**src/hdl/ffba_pkg.sv**
```systemverilog
package ffba_pkg;

    localparam int HEAP_BYTES_DEF   = 1048576;
    localparam int HEADER_BYTES_DEF = 16;
    localparam int MAX_BLOCKS_DEF   = 64;

    localparam logic FUNC_ALLOC = 1'b0;
    localparam logic FUNC_FREE  = 1'b1;

    // classified request passed from the front to the back
    typedef struct packed {
        logic        is_free;
        logic        valid_op;
        logic [21:0] need;
        logic [31:0] rel;
    } ffba_cmd_t;

endpackage

```
**src/hdl/ffba_front.sv**
```systemverilog
module ffba_front
(
    input  logic                clk,
    input  logic                rst_n,
    input  logic [31:0]         heap_start,
    input  logic                valid,
    output logic                ready,
    input  logic                func,
    input  logic [20:0]         request_size,
    input  logic [31:0]         free_address,
    output logic                cmd_valid,
    input  logic                cmd_ready,
    output ffba_pkg::ffba_cmd_t cmd
);

    // two-entry queue of classified requests
    ffba_pkg::ffba_cmd_t q_reg [2];
    logic [1:0] cnt_reg, cnt_next;
    logic       rd_reg, rd_next;
    logic       wr_reg, wr_next;
    ffba_pkg::ffba_cmd_t c;
    logic push, pop;

    assign ready     = (cnt_reg != 2'd2);
    assign push      = valid && ready;
    assign cmd_valid = (cnt_reg != 2'd0);
    assign pop       = cmd_valid && cmd_ready;
    assign cmd       = q_reg[rd_reg];

    // classify the request
    always_comb
    begin
        c.is_free  = (func == ffba_pkg::FUNC_FREE);
        c.need     = ({1'b0, request_size} + 22'd15) & ~22'd15;
        c.rel      = free_address - heap_start;
        c.valid_op = c.is_free ? (free_address != 32'd0) : (request_size != 21'd0);
    end

    always_comb
    begin
        cnt_next = cnt_reg + {1'b0, push} - {1'b0, pop};
        rd_next  = rd_reg ^ pop;
        wr_next  = wr_reg ^ push;
    end

    always_ff @(posedge clk or negedge rst_n)
    begin
        if (!rst_n)
        begin
            cnt_reg <= 2'd0;
            rd_reg  <= 1'b0;
            wr_reg  <= 1'b0;
        end
        else
        begin
            cnt_reg <= cnt_next;
            rd_reg  <= rd_next;
            wr_reg  <= wr_next;
        end
    end

    always_ff @(posedge clk)
    begin
        if (push)
            q_reg[wr_reg] <= c;
    end

endmodule

```
**config.mk**
```make
export PLATFORM = sky130hd
export DESIGN_NAME = ffba_front
export DESIGN_NICKNAME = d
export VERILOG_FILES = /design/src/hdl/ffba_pkg.sv /design/src/hdl/ffba_front.sv
export SDC_FILE = /design/constraint.sdc
export NUM_CORES = 1
export LEC_CHECK = 0
export BUFFER_PORTS_ARGS = -buffer_cell sky130_fd_sc_hd__buf_4
export CAP_MARGIN = 20
export CORE_AREA = 2 2 109 111
export DETAILED_ROUTE_END_ITERATION = 8
export DIE_AREA = 0 0 111 113
export MAX_ROUTING_LAYER = met4
export PLACE_DENSITY = 0.82
export SKIP_LAST_GASP = 1
export SYNTH_ARGS = -nofsm -noshare
export SYNTH_HDL_FRONTEND = slang
export SYNTH_SLANG_ARGS = --single-unit
```
**constraint.sdc**
```tcl
create_clock -name clk -period 5.8 [get_ports clk]
set_input_delay 0.29 -clock clk [delete_from_list [all_inputs] [get_ports clk]]
set_output_delay 0.29 -clock clk [all_outputs]
set_load 0.01 [all_outputs]
```
# [After elaboration in Yosys (flattened, before gate mapping)]
# Memory sizes are Yosys's and may differ from the RTL's.
# Cells that the tools add are included.
[op_classes] n_addsub=4 eq_ne=1 muxes=3 bitwise=2 reduce_logical=5
[ops] op="nonzero test 32 bit" n=1
[ops] op="subtractor 32 bit" n=1
[ops] op="adder 21 x 4 -> 22 bit, second input constant" n=1
[ops] op="nonzero test 21 bit" n=1
[ops] op="two-way mux 1 bit" n=3
[ops] op="adder 2 x 1 -> 2 bit" n=1
[ops] op="logical AND 1 bit" n=2
[ops] op="inequality test 2 bit, second input constant" n=1
[ops] op="nonzero test 2 bit" n=1
[ops] op="subtractor 2 x 1 -> 2 bit" n=1
[ops] op="XOR 1 bit" n=2
[totals] register_bits=4 mem_bits_rw=104 out_inout_bits=58 word_cells=19 n_memories=1
[mem_list] name="q_reg" depth=2 word_bits=52 read_ports=1 rd_ports_with_merged_regs=0 write_ports=1 line_no="ffba_front.sv:17" text="ffba_pkg::ffba_cmd_t q_reg [2];"

# [Logic depth before layout (Yosys ltp)]
[depth] word_depth=4 mapped_depth=10

# [Least setup slack after synthesis]
# OpenSTA, ideal clock, no wires.
[synth_timing] path_type="input to register" start="input port free_address[0]" end="memory q_reg[0][26] (netlist bit), data pin" setup_ns=0.265 t_arrival_ns=2.137 setup_slack_ns=3.399 path_stages=10 n_path_buf=0 cell_sequence="inv_1 ha_1 fa_1 nor2b_1 o211ai_1 and4_4 o41a_4 o21ba_1 o21ai_2 xor2_1"
[synth_rtl] item="from (decl)" line_no="ffba_front.sv:10" text="input logic [31:0] free_address,"
[synth_rtl] item="to (decl)" line_no="ffba_front.sv:17"

==> insert_results.sql <==
INSERT INTO impl_metrics (metric_group, metric, value, unit) VALUES
('cts', 'count_of_hold_buffers_inserted_by_post_cts_repair', '1', ''),
('critical_path', 'critical_path_required', '5.96', 'ns'),
('grt', 'global_route.overflow_total', '0', ''),
('job', 'drv.max_cap_violation_count', '0', ''),
('critical_path', 'crit_path_end', 'q_reg[0][30]', ''),
('critical_path', 'crit_path_cell_trace', 'buf_4 -> ha_1 -> fa_1 -> nor2b_1 -> o211ai_1 -> and4_4 -> o41a_4 -> nor2_2 -> nor3_1 -> a311oi_2', ''),
('synth', 'postSynthRegisterBits', '108', ''),
('sta', 'final-max-slew-violation-count', '0', ''),
('critical_path', 'setup.worst_path.start', 'heap_start[0]', ''),
('finish', 'final_cell_count_no_fill', '816', ''),
('critical_path', 'worst_setup_path_start_kind', 'primary input', ''),
('finish', 'final.fill_count', '839', ''),
('pwr', 'power.share.switching', '31.9', '%'),
('synth', 'synth_top_cell_area_share', '49.9', '%'),
('run_status', 'status', 'complete, no violations', ''),
('synth', 'postSynth.asyncResetShare', '3.70', '%'),
('finish', 'synthToLayoutAreaGrowth', '24.0', '%'),
('synth', 'ys_dominant_reg_cell', 'sky130_fd_sc_hd__edfxtp_1', ''),
('pwr', 'ir_worst_vdd', '0.000458', 'V'),
('route', 'drt_first_iter_violations', '194', ''),
('critical_path', 'critPathKind', 'in2reg', ''),
('critical_path', 'cp_data_arrival_time', '2.59', 'ns'),
('synth', 'netlist_instances', '522', ''),
('synth', 'synth_cell_types', '58', ''),
('grt', 'number_of_global_route_vias_before_repair', '4644', ''),
('route', 'drt_drc_violations_left', '0', ''),
('synth', 'yosysWarnings', '0', ''),
('cts', 'number_of_cts_inserted_buffers', '9', ''),
('route', 'drtAntennaViolNets', '0', ''),
('min_path', 'worst_hold_class', 'in2reg', ''),
('floorplan', 'die_height', '113', 'um'),
('synth', 'synth_area_leader_cell', 'sky130_fd_sc_hd__edfxtp_1', ''),
('synth', 'synth.area.mux_share', '9.35', '%'),
('critical_path', 'worst_path_max_delay_cell', 'sky130_fd_sc_hd__o41a_4', ''),
('floorplan', 'std_cell_rows', '39', ''),
('sta', 'clock_period_minus_worst_slack', '2.42', 'ns'),
('placed_design', 'count_of_buffers_from_port_buffering', '143', ''),
('pwr', 'internal-power', '0.00196', 'W'),
('critical_path', 'timing.critical_path.buf_inv', '1', ''),
('placed_design', 'dpl_worst_slack', '3.05', 'ns'),
('critical_path', 'rr_worst_depth', '5', ''),
('placed_design', 'postPlaceCellArea', '7480', 'um^2'),
('critical_path', 'critPathMaxStageDelay', '0.47', 'ns'),
('synth', 'synthAdderAreaFrac', '7.31', '%'),
('pwr', 'design_power_total', '0.00288', 'W'),
('finish', 'post_route_cells_drive_above_1_share', '33.7', '%'),
('critical_path', 'reg2reg_capture_point', 'q_reg[0][33]', ''),
('synth', 'post_synth_and_or_nand_nor_area_fraction', '10.3', '%'),
('grt', 'overall_fraction_of_global_route_tracks_in_use', '23.1', '%'),
('synth', 'seq_area_frac_synth', '51.5', '%'),
('placed_design', 'dp_hpwl', '10700', 'um'),
('floorplan', 'initial_utilization', '55.6', '%'),
('critical_path', 'worstSetupEndpointType', 'flip-flop', ''),
('pwr', 'leak_pwr', '3.19', 'nW'),
('sta', 'max_freq', '413', 'MHz'),
('floorplan', 'die_width', '111', 'um'),
('pwr', 'share_clk_of_total_power', '19.8', '%'),
('synth', 'synth_enable_flop_cells', '104', ''),
('cts', 'clock_tree.htree_level_count', '3', ''),
('synth', 'synthXorXnorAreaFrac', '6.71', '%'),
('critical_path', 'setup.reg_to_reg.worst_slack', '3.98', 'ns'),
('placed_design', 'total_instance_count_after_detailed_placement', '799', ''),
('finish', 'most_common_cell_after_layout_fill_and_taps_aside', 'sky130_fd_sc_hd__buf_4', ''),
('cts', 'cts_buffer_depth', '2', ''),
('synth', 'syn_area_per_cell', '12.0', 'um^2'),
('finish', 'multi_input_comb_area', '2820', 'um^2'),
('cts', 'clk_latency', '0.34', 'ns'),
('grt', 'wire_length_of_the_first_global_routing_pass', '22300', 'um'),
('critical_path', 'cp_top_delay_family', 'compound AO/OA/AOI/OAI gates', ''),
('cts', 'cts.sinks', '108', ''),
('pwr', 'comb_power_share', '40.1', '%');
-- power groups by stage --
stage | sequential (W) | combinational [W] | clock [W]
after CTS | 0.00115 | 0.00117 | 0.000576
final | 0.00115 | 0.00115 | 0.000569
after global placement | 0.00116 | 0.00114 | 0
after global routing | 0.00117 | 0.00124 | 0.000609
after floorplan | 0.00116 | 0.000683 | 0
after detailed placement | 0.00117 | 0.00116 | 0
-- cells in the mapped netlist, types with 6 or more instances --
master	number
sky130_fd_sc_hd__xor2_1	19
sky130_fd_sc_hd__nor4_1	11
sky130_fd_sc_hd__nor2_1	16
sky130_fd_sc_hd__a21o_1	12
sky130_fd_sc_hd__o21a_1	8
sky130_fd_sc_hd__a211oi_1	7
sky130_fd_sc_hd__nand3_1	6
sky130_fd_sc_hd__a21oi_1	32
sky130_fd_sc_hd__inv_1	43
sky130_fd_sc_hd__mux2_2	52
sky130_fd_sc_hd__nand2_1	29
sky130_fd_sc_hd__nor3_1	7
sky130_fd_sc_hd__xnor2_1	29
sky130_fd_sc_hd__and2_1	6
sky130_fd_sc_hd__clkbuf_1	7
sky130_fd_sc_hd__ha_1	35
sky130_fd_sc_hd__and3_1	7
sky130_fd_sc_hd__o21ai_0	11
sky130_fd_sc_hd__nand2b_1	6
sky130_fd_sc_hd__edfxtp_1	104
sky130_fd_sc_hd__nand4_1	9
-- worst register-to-register path: cells and delay by family, from the launching register on --
family | cells | cell delay [ns]
buffers and inverters | 2 | 0.66
and+or+nand+nor | 2 | 0.18
adders and majority gates | 1 | 0.16
DFF | 1 | 0.40
-- layer usage --
layer / routed length (um) / up-vias / track usage, %
met1: 6040 / 2183 / 28.0
li1: - / 2238 / -
met3: 763 / 23 / 3.64
met2: 7190 / 158 / 39.9
met5: 0 / - / -
met4: 282 / 0 / 7.83
-- cells by family (layout without fill, tap and decap cells) --
kind of cell	Yosys count	in the layout
AND/OR/NAND/NOR	118	118
XOR/XNOR	48	48
adder cells (fa/ha/maj)	36	36
multiplexers	52	52
other	1	4
AO/OA/AOI/OAI	101	101
buffers and inverters	58	206
flip-flops	108	108
-- through the flow --
step	utilization [%]	hold WS, ns
CTS	68.9	0.161
global route	68.9	0.154
global placement	66.4	0.0869
detailed placement	66.4	0.0908
finish	68.9	0.166
floorplan	-	-0.00559
-- final cells by class --
cell class	count	area share (%)
inverter	43	2.08
tap	143	2.30
clock buffer	9	2.90
clock inverter	7	0.645
sequential	108	41.5
timing repair buffer	147	14.2
multi-input combinational	359	36.3
-- worst min-delay path by stage --
stage,cells after the start,end,slack [ns]
floorplan,0,cnt_reg[0],-0.006
global placement,1,cnt_reg[1],0.09
detailed placement,1,cnt_reg[1],0.09
CTS,1,q_reg[0][51],0.16
global route,1,q_reg[0][51],0.15
finish,1,q_reg[0][51],0.17
No activity file was read; power rests on OpenSTA's default activity.
